**config.mk**
```make
export PLATFORM = sky130hd
export DESIGN_NAME = reduce_scatter_doubling_schedule
export DESIGN_NICKNAME = d
export VERILOG_FILES = /design/src/hw/rtl/rsds_pkg.sv /design/src/hw/rtl/reduce_scatter_doubling_schedule.sv
export SDC_FILE = /design/constraint.sdc
export NUM_CORES = 2
export LEC_CHECK = 0
export BUFFER_PORTS_ARGS = -buffer_cell sky130_fd_sc_hd__buf_2
export CAP_MARGIN = 15
export CORE_ASPECT_RATIO = 1.75
export CORE_MARGIN = 5
export CORE_UTILIZATION = 55
export CTS_CLUSTER_SIZE = 12
export DETAILED_ROUTE_END_ITERATION = 10
export GPL_TIMING_DRIVEN = 0
export PLACE_DENSITY = 0.75
export SYNTH_ARGS = -nofsm -noshare
export SYNTH_HDL_FRONTEND = slang
export SYNTH_SLANG_ARGS = --single-unit
```
**constraint.sdc**
```tcl
create_clock -name i_clk -period 31.9 [get_ports i_clk]
set_clock_uncertainty 0.1 [all_clocks]
set_input_delay 1.595 -clock i_clk [delete_from_list [all_inputs] [get_ports i_clk]]
set_output_delay 1.595 -clock i_clk [all_outputs]
set_load 0.1 [all_outputs]
```
**src/hw/rtl/rsds_pkg.sv**
```systemverilog
// ----------------------------------------------------------------------------
// rsds_pkg: shared types and constants of the reduce-scatter schedule block
// Item layouts, register indexes, request and status codes, default sizes.
// ----------------------------------------------------------------------------
`default_nettype none

package rsds_pkg;

    localparam int MAX_RANKS_DEF    = 64;
    localparam int RANK_ID_BITS_DEF = 16;

    localparam int CFG_IDX_W  = 3;
    localparam int CFG_DATA_W = 48;

    localparam int POS_W   = 6;
    localparam int RANK_W  = 16;
    localparam int STEP_W  = 3;
    localparam int CNT_W   = 32;
    localparam int EB_W    = 4;
    localparam int BASE_W  = 48;
    localparam int OFF_W   = 49;
    localparam int BYTES_W = 35;
    localparam int RCNT_W  = 7;

    typedef enum logic [CFG_IDX_W-1:0] {
        CFG_RANK_COUNT   = 3'd0,
        CFG_MY_RANK      = 3'd1,
        CFG_SLICE_COUNT  = 3'd2,
        CFG_TAIL_COUNT   = 3'd3,
        CFG_ELEM_BYTES   = 3'd4,
        CFG_SLICE_OFFSET = 3'd5,
        CFG_STRIDE       = 3'd6
    } t_cfg_idx;

    localparam logic REQ_LOAD  = 1'b0;
    localparam logic REQ_START = 1'b1;

    localparam logic STATUS_OK      = 1'b0;
    localparam logic STATUS_NO_RANK = 1'b1;

    typedef struct packed {
        logic              req_type;
        logic [POS_W-1:0]  entry_position;
        logic [RANK_W-1:0] entry_rank;
    } t_in_item;

    typedef struct packed {
        logic [STEP_W-1:0]  step_index;
        logic [RANK_W-1:0]  send_peer;
        logic [RANK_W-1:0]  recv_peer;
        logic [OFF_W-1:0]   tx_offset;
        logic [BYTES_W-1:0] tx_bytes;
        logic [CNT_W-1:0]   tx_elems;
        logic [OFF_W-1:0]   rx_offset;
        logic [BYTES_W-1:0] rx_bytes;
        logic [CNT_W-1:0]   rx_elems;
        logic               last_of_step;
        logic               last;
        logic               status;
    } t_out_item;

endpackage

`default_nettype wire

```
**src/hw/rtl/reduce_scatter_doubling_schedule.sv**
```systemverilog
// ----------------------------------------------------------------------------
// reduce_scatter_doubling_schedule: reduce-scatter transfer descriptor source
// Distance-doubling schedule built from a rank table, one shared multiplier.
// ----------------------------------------------------------------------------
// Usage:
//   Input channel (i_in_valid / o_in_ready, i_in_item): a load item writes one
//   rank table entry; a start item runs the schedule.
//   Output channel (o_out_valid / i_out_ready, o_out_item): descriptors in step
//   order, last set on the final one; a missing own rank gives one item with
//   status set. A start with one rank gives nothing.
//   Config channel (i_cfg_valid / o_cfg_ready): always ready, write while idle.
// Sequence of a start with n ranks:
//   table search reads up to n entries (one table read per cycle), then
//   each step sets up and reads its peers, and each descriptor runs table read,
//   tx id * stride, rx id * stride, emit. The single multiplier and the two
//   table read ports set this order; one descriptor runs at a time.
//   The block is busy during a start and takes the next item once the last
//   result sits in the output register.
// Reset: idles the sequencer, clears output valid, sets rank count and element
//   bytes to 1 and other config to 0; the rank table is undefined until written.
// Stall: a stalled output register holds its item and the sequencer waits.
// ----------------------------------------------------------------------------
`default_nettype none

module reduce_scatter_doubling_schedule #(
    parameter int MAX_RANKS    = rsds_pkg::MAX_RANKS_DEF,
    parameter int RANK_ID_BITS = rsds_pkg::RANK_ID_BITS_DEF
) (
    input  wire                                  i_clk,
    input  wire                                  i_rst_n,
    input  wire                                  i_in_valid,
    output logic                                 o_in_ready,
    input  rsds_pkg::t_in_item                   i_in_item,
    output logic                                 o_out_valid,
    input  wire                                  i_out_ready,
    output rsds_pkg::t_out_item                  o_out_item,
    input  wire                                  i_cfg_valid,
    output logic                                 o_cfg_ready,
    input  wire [rsds_pkg::CFG_IDX_W-1:0]        i_cfg_index,
    input  wire [rsds_pkg::CFG_DATA_W-1:0]       i_cfg_data
);

    localparam int ID_W  = RANK_ID_BITS;
    localparam int PW    = (MAX_RANKS > 1) ? $clog2(MAX_RANKS) : 1;
    localparam int NW    = $clog2(MAX_RANKS + 1);
    localparam int DW    = NW + 1;
    localparam int MULW  = ID_W + rsds_pkg::CNT_W;
    localparam int PRW   = (MULW > rsds_pkg::OFF_W) ? rsds_pkg::OFF_W : MULW;

    typedef enum logic [3:0] {
        ST_IDLE,
        ST_SEARCH,
        ST_ERR,
        ST_STEP_SETUP,
        ST_STEP_RD,
        ST_SLICE_RD,
        ST_MUL_TX,
        ST_MUL_RX,
        ST_EMIT
    } t_state;

    // reduce x (below 2n) into 0 .. n-1
    function automatic logic [PW-1:0] f_wrap(input logic [DW-1:0] x,
                                             input logic [NW-1:0] n);
        logic [DW-1:0] y;
        y = (x >= DW'(n)) ? (x - DW'(n)) : x;
        return PW'(y);
    endfunction

    t_state                      r_state;

    // configuration
    logic [rsds_pkg::RCNT_W-1:0] r_rank_count;
    logic [rsds_pkg::RANK_W-1:0] r_my_rank;
    logic [rsds_pkg::CNT_W-1:0]  r_slice_count;
    logic [rsds_pkg::CNT_W-1:0]  r_tail_count;
    logic [rsds_pkg::EB_W-1:0]   r_elem_bytes;
    logic [rsds_pkg::BASE_W-1:0] r_slice_offset;
    logic [rsds_pkg::CNT_W-1:0]  r_stride;

    // rank table
    logic [ID_W-1:0]             mem [MAX_RANKS];
    logic [PW-1:0]               rd_addr_a;
    logic [PW-1:0]               rd_addr_b;
    logic [ID_W-1:0]             r_rdata_a;
    logic [ID_W-1:0]             r_rdata_b;

    // sequencer
    logic [NW-1:0]               r_n;
    logic [ID_W-1:0]             r_me;
    logic [NW-1:0]               r_k;
    logic                        r_cmp_vld;
    logic [PW-1:0]               r_cmp_pos;
    logic [PW-1:0]               r_p;
    logic [rsds_pkg::STEP_W-1:0] r_s;
    logic [PW-1:0]               r_to;
    logic [PW-1:0]               r_from;
    logic [PW-1:0]               r_back;
    logic [PW-1:0]               r_txp;
    logic [PW-1:0]               r_rxp;
    logic [NW-1:0]               r_left;
    logic                        r_final_step;
    logic                        r_first;
    logic [ID_W-1:0]             r_send_id;
    logic [ID_W-1:0]             r_recv_id;
    logic [PRW-1:0]              r_prod;
    logic [rsds_pkg::OFF_W-1:0]  r_tx_off;

    logic                        r_out_valid;
    rsds_pkg::t_out_item         r_out;

    logic                        in_acc;
    logic                        cfg_acc;
    logic                        out_free;
    logic [NW-1:0]               n_sat;
    logic [rsds_pkg::EB_W-1:0]   eb_clamp;
    logic [ID_W-1:0]             mul_a;
    logic [MULW-1:0]             mul_full;
    logic [DW-1:0]               d_val;
    logic [DW-1:0]               span_val;
    logic [DW-1:0]               slices_val;
    logic [PW-1:0]               last_pos;
    logic [rsds_pkg::CNT_W-1:0]  tx_cnt;
    logic [rsds_pkg::CNT_W-1:0]  rx_cnt;
    rsds_pkg::t_out_item         err_item;

    assign o_in_ready  = (r_state == ST_IDLE);
    assign o_cfg_ready = 1'b1;
    assign o_out_valid = r_out_valid;
    assign o_out_item  = r_out;

    assign in_acc   = i_in_valid && o_in_ready;
    assign cfg_acc  = i_cfg_valid;
    assign out_free = !r_out_valid || i_out_ready;

    always_comb begin
        if (r_rank_count == '0) begin
            n_sat = NW'(1);
        end else if (int'(r_rank_count) > MAX_RANKS) begin
            n_sat = NW'(MAX_RANKS);
        end else begin
            n_sat = NW'(r_rank_count);
        end
        if (r_elem_bytes == '0) begin
            eb_clamp = rsds_pkg::EB_W'(1);
        end else if (r_elem_bytes > rsds_pkg::EB_W'(8)) begin
            eb_clamp = rsds_pkg::EB_W'(8);
        end else begin
            eb_clamp = r_elem_bytes;
        end
    end

    // lone final item for a start whose own rank is missing
    always_comb begin
        err_item        = '0;
        err_item.last   = 1'b1;
        err_item.status = rsds_pkg::STATUS_NO_RANK;
    end

    // table read addresses: tx / rx positions unless searching or fetching peers
    always_comb begin
        rd_addr_a = r_txp;
        rd_addr_b = r_rxp;
        case (r_state)
            ST_SEARCH: begin
                rd_addr_a = r_k[PW-1:0];
            end
            ST_STEP_RD: begin
                rd_addr_a = r_to;
                rd_addr_b = r_from;
            end
            default: begin
            end
        endcase
    end

    // shared multiplier: rank id times stride
    assign mul_a    = (r_state == ST_MUL_TX) ? r_rdata_a : r_rdata_b;
    assign mul_full = MULW'(mul_a) * MULW'(r_stride);

    assign d_val      = DW'(1) << r_s;
    assign span_val   = DW'(2) << r_s;
    assign slices_val = (DW'(r_n) - DW'(1) + d_val) >> (r_s + rsds_pkg::STEP_W'(1));
    assign last_pos   = PW'(r_n - NW'(1));
    assign tx_cnt     = (r_txp == last_pos && r_tail_count != '0) ? r_tail_count
                                                                  : r_slice_count;
    assign rx_cnt     = (r_rxp == last_pos && r_tail_count != '0) ? r_tail_count
                                                                  : r_slice_count;

    always_ff @(posedge i_clk) begin
        if (in_acc && i_in_item.req_type == rsds_pkg::REQ_LOAD &&
            int'(i_in_item.entry_position) < MAX_RANKS) begin
            mem[i_in_item.entry_position[PW-1:0]] <= ID_W'(i_in_item.entry_rank);
        end
        r_rdata_a <= mem[rd_addr_a];
        r_rdata_b <= mem[rd_addr_b];
    end

    always_ff @(posedge i_clk) begin
        if (!i_rst_n) begin
            r_state        <= ST_IDLE;
            r_out_valid    <= 1'b0;
            r_rank_count   <= rsds_pkg::RCNT_W'(1);
            r_my_rank      <= '0;
            r_slice_count  <= '0;
            r_tail_count   <= '0;
            r_elem_bytes   <= rsds_pkg::EB_W'(1);
            r_slice_offset <= '0;
            r_stride       <= '0;
        end else begin
            if (cfg_acc) begin
                case (rsds_pkg::t_cfg_idx'(i_cfg_index))
                    rsds_pkg::CFG_RANK_COUNT:
                        r_rank_count <= i_cfg_data[rsds_pkg::RCNT_W-1:0];
                    rsds_pkg::CFG_MY_RANK:
                        r_my_rank <= i_cfg_data[rsds_pkg::RANK_W-1:0];
                    rsds_pkg::CFG_SLICE_COUNT:
                        r_slice_count <= i_cfg_data[rsds_pkg::CNT_W-1:0];
                    rsds_pkg::CFG_TAIL_COUNT:
                        r_tail_count <= i_cfg_data[rsds_pkg::CNT_W-1:0];
                    rsds_pkg::CFG_ELEM_BYTES:
                        r_elem_bytes <= i_cfg_data[rsds_pkg::EB_W-1:0];
                    rsds_pkg::CFG_SLICE_OFFSET:
                        r_slice_offset <= i_cfg_data[rsds_pkg::BASE_W-1:0];
                    rsds_pkg::CFG_STRIDE:
                        r_stride <= i_cfg_data[rsds_pkg::CNT_W-1:0];
                    default: begin
                    end
                endcase
            end

            if (out_free && (r_state == ST_EMIT || r_state == ST_ERR)) begin
                r_out_valid <= 1'b1;
            end else if (i_out_ready) begin
                r_out_valid <= 1'b0;
            end

            case (r_state)
                ST_IDLE: begin
                    if (in_acc && i_in_item.req_type == rsds_pkg::REQ_START &&
                        n_sat > NW'(1)) begin
                        r_n       <= n_sat;
                        r_me      <= ID_W'(r_my_rank);
                        r_k       <= '0;
                        r_cmp_vld <= 1'b0;
                        r_state   <= ST_SEARCH;
                    end
                end
                ST_SEARCH: begin
                    // issue one position per cycle, compare the one read last cycle
                    if (r_k < r_n) begin
                        r_k       <= r_k + NW'(1);
                        r_cmp_vld <= 1'b1;
                        r_cmp_pos <= r_k[PW-1:0];
                    end else begin
                        r_cmp_vld <= 1'b0;
                    end
                    if (r_cmp_vld && r_rdata_a == r_me) begin
                        r_p     <= r_cmp_pos;
                        r_s     <= '0;
                        r_state <= ST_STEP_SETUP;
                    end else if (r_cmp_vld && r_cmp_pos == last_pos) begin
                        r_state <= ST_ERR;
                    end
                end
                ST_ERR: begin
                    if (out_free) begin
                        r_out   <= err_item;
                        r_state <= ST_IDLE;
                    end
                end
                ST_STEP_SETUP: begin
                    r_to         <= f_wrap(DW'(r_p) + DW'(r_n) - d_val, r_n);
                    r_from       <= f_wrap(DW'(r_p) + d_val, r_n);
                    r_back       <= f_wrap(span_val, r_n);
                    r_txp        <= f_wrap(DW'(r_p) + DW'(r_n) - d_val, r_n);
                    r_rxp        <= r_p;
                    r_left       <= NW'(slices_val);
                    r_final_step <= (span_val >= DW'(r_n));
                    r_state      <= ST_STEP_RD;
                end
                ST_STEP_RD: begin
                    r_first <= 1'b1;
                    r_state <= ST_SLICE_RD;
                end
                ST_SLICE_RD: begin
                    if (r_first) begin
                        r_send_id <= r_rdata_a;
                        r_recv_id <= r_rdata_b;
                    end
                    r_first <= 1'b0;
                    r_state <= ST_MUL_TX;
                end
                ST_MUL_TX: begin
                    r_prod  <= PRW'(mul_full);
                    r_state <= ST_MUL_RX;
                end
                ST_MUL_RX: begin
                    r_prod   <= PRW'(mul_full);
                    r_tx_off <= rsds_pkg::OFF_W'(r_slice_offset) + rsds_pkg::OFF_W'(r_prod);
                    r_state  <= ST_EMIT;
                end
                ST_EMIT: begin
                    // hold until the output register frees up
                    if (out_free) begin
                        r_out.step_index   <= r_s;
                        r_out.send_peer    <= rsds_pkg::RANK_W'(r_send_id);
                        r_out.recv_peer    <= rsds_pkg::RANK_W'(r_recv_id);
                        r_out.tx_offset    <= r_tx_off;
                        r_out.tx_bytes     <= rsds_pkg::BYTES_W'(
                            36'(tx_cnt) * 36'(eb_clamp));
                        r_out.tx_elems     <= tx_cnt;
                        r_out.rx_offset    <= rsds_pkg::OFF_W'(r_slice_offset) +
                                              rsds_pkg::OFF_W'(r_prod);
                        r_out.rx_bytes     <= rsds_pkg::BYTES_W'(
                            36'(rx_cnt) * 36'(eb_clamp));
                        r_out.rx_elems     <= rx_cnt;
                        r_out.last_of_step <= (r_left == NW'(1));
                        r_out.last         <= (r_left == NW'(1)) && r_final_step;
                        r_out.status       <= rsds_pkg::STATUS_OK;
                        // move both positions back by the span
                        r_txp  <= f_wrap(DW'(r_txp) + DW'(r_n) - DW'(r_back), r_n);
                        r_rxp  <= f_wrap(DW'(r_rxp) + DW'(r_n) - DW'(r_back), r_n);
                        r_left <= r_left - NW'(1);
                        if (r_left != NW'(1)) begin
                            r_state <= ST_SLICE_RD;
                        end else if (r_final_step) begin
                            r_state <= ST_IDLE;
                        end else begin
                            r_s     <= r_s + rsds_pkg::STEP_W'(1);
                            r_state <= ST_STEP_SETUP;
                        end
                    end
                end
                default: begin
                    r_state <= ST_IDLE;
                end
            endcase
        end
    end

endmodule

`default_nettype wire

```
== Word level (Yosys, flattened, before mapping) ==
Memory sizes are Yosys's and may differ from the RTL's. A register that Yosys moved wholly into a read port is not among the register bits.
Index checks and enable logic that the tools add are counted.

* Magnitude comparators: 9
* Add/sub/neg operators: 19
* Bitwise gates (word level): 1
* Equal/unequal tests: 28
* Reductions and logical operators: 46
* Shift-type cells: 3
* Multiply operators: 3
* Mux-type cells: 47

{| class="wikitable"
|+ Operators with widths
! kind !! count
|-
| two-way mux 270 bit || 2
|-
| case mux 270 bit (2 select lines) || 1
|-
| multiplier 32 x 4 -> 35 bit || 2
|-
| two-way mux 32 bit || 2
|-
| adder 48 x 48 -> 49 bit || 1
|-
| multiplier 16 x 32 -> 48 bit || 1
|-
| two-way mux 6 bit || 8
|-
| greater-or-equal comparator 8 x 7 -> 1 bit || 5
|-
| case mux 4 bit (9 select lines) || 1
|-
| case mux 6 bit (2 select lines) || 3
|-
| two-way mux 7 bit || 5
|-
| nonzero test 32 bit || 1
|-
| subtractor 6 bit || 5
|-
| two-way mux 4 bit || 7
|-
| case mux 7 bit (2 select lines) || 2
|-
| adder 6 x 7 -> 8 bit || 3
|-
| AND reduction 2 bit || 11
|-
| == test 6 bit || 3
|-
| AND reduction 3 bit || 6
|-
| == test 16 bit || 1
|-
| == test 4 x 3 -> 1 bit (second input constant) || 4
|-
| two-way mux 16 bit || 1
|-
| subtractor 8 x 6 -> 8 bit || 2
|-
| two-way mux 3 bit || 5
|-
| 41 further kinds || 74
|}

* RAM bits: 1024
* Output and inout bits: 273
* Flip-flop bits (word level): 660
* Logic and storage cells: 197
* Memories kept: 1

{| class="wikitable"
|+ Memories
! name !! depth !! bits a word !! rd ports !! clocked after memory_dff !! wr ports !! line !! source
|-
| mem || 64 || 16 || 2 || 2 || 1 || reduce_scatter_doubling_schedule.sv:82 || <nowiki>logic [ID_W-1:0] mem [MAX_RANKS];</nowiki>
|}

== Depth between registers and ports, before layout ==
* Depth after elaboration: 7
* Gate-level depth with buffers: 29
* Mapped depth without buffers: 25

== Worst setup path after synthesis ==
Ideal clock, no wire load.

* Path kind: input -> register
* From: input i_rst_n
* To: register r_out (netlist bit o_out_item[0]) (enable)
* Setup slack: 17793 ps
* Cell stages on the path: 3
* Setup time: 906 ps
* Arrival: 13101 ps
* Cells stage by stage: clkbuf_1 nand2_1 nor2_1

* Longest elaborated chain between the ends: 1

{| class="wikitable"
|+ Ends and longest elaborated chain
! what !! line !! source
|-
| from (decl) || reduce_scatter_doubling_schedule.sv:30 || <nowiki>input wire i_rst_n,</nowiki>
|-
| AND reduction 4 bit (no line) || n/a ||
|-
| to (signal assigned) || reduce_scatter_doubling_schedule.sv:268 || <nowiki>r_out <= err_item;</nowiki>
|-
| to (decl) || reduce_scatter_doubling_schedule.sv:110 || <nowiki>rsds_pkg::t_out_item r_out;</nowiki>
|}

No other way between the ends.
A chain may end at the register's enable or synchronous reset.

== Final worst setup path ==
* From: register r_state[3]
* To: register r_prod[46], data pin

* Longest elaborated chain between the ends: 3

{| class="wikitable"
|+ Ends and longest elaborated chain
! what !! line !! source
|-
| from (decl) || reduce_scatter_doubling_schedule.sv:70 || <nowiki>t_state r_state;</nowiki>
|-
| from (signal assigned) || reduce_scatter_doubling_schedule.sv:201 || <nowiki>r_state <= ST_IDLE;</nowiki>
|-
| from (signal assigned) || reduce_scatter_doubling_schedule.sv:246 || <nowiki>r_state <= ST_SEARCH;</nowiki>
|-
| from (signal assigned) || reduce_scatter_doubling_schedule.sv:261 || <nowiki>r_state <= ST_STEP_SETUP;</nowiki>
|-
| == test 4 x 3 -> 1 bit || reduce_scatter_doubling_schedule.sv:178 || <nowiki>assign mul_a = (r_state == ST_MUL_TX) ? r_rdata_a : r_rdata_b;</nowiki>
|-
| two-way mux 16 bit || reduce_scatter_doubling_schedule.sv:178 ||
|-
| multiplier 16 x 32 -> 48 bit || reduce_scatter_doubling_schedule.sv:179 || <nowiki>assign mul_full = MULW'(mul_a) * MULW'(r_stride);</nowiki>
|-
| named net mul_full[46] || reduce_scatter_doubling_schedule.sv:118 || <nowiki>logic [MULW-1:0] mul_full;</nowiki>
|-
| to (signal assigned) || reduce_scatter_doubling_schedule.sv:295 || <nowiki>r_prod <= PRW'(mul_full);</nowiki>
|-
| to (signal assigned) || reduce_scatter_doubling_schedule.sv:299 || <nowiki>r_prod <= PRW'(mul_full);</nowiki>
|-
| to (decl) || reduce_scatter_doubling_schedule.sv:106 || <nowiki>logic [PRW-1:0] r_prod;</nowiki>
|}

The timed path passes the listed nets, and every way through them passes these cells.

==> flow_summary.ini <==
[status]
status = finished with violations
violations = capacitance limit, slew limit

[timing]
timing.fmax_mhz = 103
report.final.slew_viol_count = 8
rsz0062_at_grt = false
tightest_slew_ns = 1.54
finalSetupTns_ns = 0
post-route-min-period_ns = 9.74
setup_violations = 0
hold_viol = 0
timing.final.crit_share_pct = 30.5
relSlewSlack_pct = -2.86

[layout]
design_area_sq_um = 117000
fin_cells = 12927
fillers = 15593
multiInputGateArea_sq_um = 50700
register_area_sq_um = 49400
final_util_pct = 61.4
drive_gt1_share_pct = 12.3
final_nets = 11335
area_delta_synth_final_pct = 11.2

[worst_hold_path]
holdCritPathClass = reg -> reg
worstHoldStart = r_my_rank[0]
whs_path_depth = 0
worst_hold_path.endpoint = r_me[0]

[worst_setup_path]
path_common_cell = fa_1
path_delay_family = adder cells
crit_slowest_cell = nor3_1
regToRegSetupSlack_ns = 22.16
cp-start-kind = flop
cp.required_ns = 32.36
crit_cells = 26
crit_buf_inv = 7
worstPathMaxFanout = 10
critPathArrivalTime_ns = 10.20
path_class = reg -> reg
max_stage_delay_ns = 0.99
endpoint_kind = flop
reg2reg_from = r_state[3]
reg2reg_depth = 26
r2r_end = r_prod[46]

[clock_network]
cts_setup_buffers = 0
cts_sinks = 1716
max-clock-path-buffers = 4
numCtsBuffers = 178
cts_tree = yes
cts_hold_buf = 0
root_buffer = clkbuf_16
clkTransAtPathRegs_ns = 0.06
clk_latency_ns = 0.87
cts_resized = 0
cts_max_level = 4

[flow_run]
cap_violations = 2

[floorplan]
core_sq_um = 190000
die_area_sq_um = 200000
initial_core_util_pct = 55.2
placementRows = 212
die_height_microns = 588
ios = 352
die_w_microns = 341

[yosys]
synth.avg_cell_area_sq_um = 10.8
syn_inst = 9735
yosysUniqueCellTypes = 93
synthFlopType = edfxtp_1
synth_warnings = 0
postSynth.asyncResetShare_pct = 0
ys_seq_area_share_pct = 47.0
synthesis.nets = 10714
synth-edff-count = 1508
synth_area_sq_um = 105000
ys_ff_latch = 1716

[detailed_routing]
drtIter0Drc = 7706
vias_per_cell = 6.28
ant_nets = 0
route.detailed.drc = 0
dr.pass1.iters = 6
post_drt_wl_per_cell_microns = 31.7
wl_microns = 410000
num_vias = 81241

[power]
p_leak_nw = 45.6
peakVddDrop_v = 0.0000675
power.density_nw_per_um2 = 74.5
p_total_mw = 8.71

[place]
dp.cells = 12628
routabilityCongestion = 1.08
port_buffers = 347
place_area_sq_um = 112000
dp_hpwl_microns = 320000

[grt]
grt_max_degree = 65
grt_antenna_before_repair = 28
grt_pass1_wl_microns = 582000
gr-total-overflow = 0
grt_pass1_vias = 83534
globalRouteTotalUtil_pct = 40.6
cell usage in the layout, fill, tap and decap left out, types with 111 or more instances in the layout:
master	count
inv_1	703
nand3_1	935
nor2_1	340
and2_1	426
clkbuf_16	182
edfxtp_1	1508
dfxtp_1	208
fa_1	564
a211oi_1	111
clkbuf_1	426
nand2_1	2074
buf_2	481
xnor2_1	155
mux4_2	258
a21oi_1	403
ha_1	336
how the worst max path moves through the flow:
stage / end / start / slack (ns)
2_1_floorplan: o_out_item[0] / i_rst_n / 17.79
3_3_place_gp: o_out_item[115] / i_rst_n / 13.41
3_5_place_dp: r_prod[46] / r_state[3] / 22.46
4_1_cts: r_prod[46] / r_state[3] / 22.38
5_1_grt: r_prod[45] / r_state[2] / 21.81
6_report: r_prod[46] / r_state[3] / 22.16
cell families after synthesis:
family | share of synthesized area (%)
AOI/OAI and AO/OA | 6.26
buffers and inverters | 4.93
and+or+nand+nor | 17.6
other | 0.00357
xor gates and xnor gates | 2.10
DFF | 47.0
muxes | 7.37
adders and majority gates | 14.7
report_power, final:
| group | internal, mW | total (mW) | switching [mW] |
|---|---|---|---|
| logic | 0.938 | 4.07 | 3.14 |
| clock network | 1.07 | 1.94 | 0.871 |
| registers | 2.62 | 2.70 | 0.0817 |
through the flow:
stage | hold slack, ns | setup slack (ns)
global route | 0.335 | 21.81
CTS | 0.314 | 22.38
detailed placement | 0.313 | 22.46
floorplan | 0.304 | 17.79
finish | 0.317 | 22.16
global placement | 0.311 | 13.41
layout make-up:
class / count / area share, %
clock inverter: 31 / 0.204
timing repair buffer: 441 / 2.85
tap: 2461 / 2.63
multi-input combinational: 6730 / 43.4
clock buffer: 241 / 4.14
antenna: 18 / 0.0385
inverter: 705 / 2.26
sequential: 1716 / 42.3
buffer: 584 / 2.17
synth_stat cells, types with 7 or more instances:
| cell type | instances | area (sq um) |
|---|---|---|
| nand2b_1 | 47 | 294 |
| fa_1 | 564 | 11300 |
| xor2_1 | 82 | 718 |
| nor3_1 | 32 | 160 |
| o21a_1 | 26 | 195 |
| o31ai_1 | 12 | 90.1 |
| nor2b_1 | 42 | 263 |
| nand2_1 | 2074 | 7780 |
| a31oi_1 | 57 | 357 |
| o21ai_0 | 107 | 536 |
| nor4_1 | 20 | 125 |
| edfxtp_1 | 1508 | 45300 |
| dfxtp_1 | 208 | 4160 |
| a21o_1 | 110 | 826 |
| a311oi_1 | 34 | 298 |
| nor2_1 | 401 | 1510 |
| inv_1 | 703 | 2640 |
| and3_1 | 29 | 181 |
| buf_4 | 24 | 180 |
| nand3_1 | 935 | 4680 |
| clkbuf_1 | 379 | 1420 |
| xnor2_1 | 155 | 1360 |
| o211ai_1 | 7 | 52.6 |
| o41ai_1 | 7 | 61.3 |
| and4_1 | 8 | 70.1 |
| nand4_1 | 65 | 407 |
| o31a_1 | 8 | 70.1 |
| a21boi_0 | 7 | 52.6 |
| a21oi_1 | 403 | 2020 |
| o22ai_1 | 9 | 56.3 |
| mux2_2 | 89 | 1000 |
| buf_2 | 148 | 741 |
| buf_1 | 24 | 90.1 |
| and2_1 | 427 | 2670 |
| ha_1 | 336 | 4200 |
| o21bai_1 | 46 | 345 |
| mux2i_1 | 94 | 941 |
| a211oi_1 | 112 | 841 |
| buf_6 | 9 | 101 |
| mux4_2 | 258 | 5810 |
flip-flops by register name, indices dropped and copies added, names as in the netlist, 16 cells and up:
register        flops
mem              1024
o_out_item        270
r_me               16
r_my_rank          16
r_prod             48
r_rdata_a          16
r_rdata_b          16
r_recv_id          16
r_send_id          16
r_slice_count      32
r_slice_offset     48
r_stride           32
r_tail_count       32
r_tx_off           49
worst register-to-register path, delay by kind of cell (launching register included):
kind                       cells  cell delay (ns)
buffers and inverters          7             1.92
DFF                            1             0.35
muxes                          1             0.38
and+or+nand+nor                5             1.65
AOI/OAI and AO/OA              5             1.59
adders and majority gates      7             3.38
xor gates and xnor gates       1             0.09
layer usage:
| layer | vias to the layer above | global-route usage [%] | share of wire [%] |
|---|---|---|---|
| met3 | 1771 | 7.38 | 7.4 |
| met2 | 4706 | 67.9 | 48 |
| met4 | 10 | 45.2 | 15 |
| met5 | - | 0 | 0.015 |
| li1 | 34998 | - | - |
| met1 | 39756 | 40.0 | 30 |
Power figures use the tool's default switching activity.
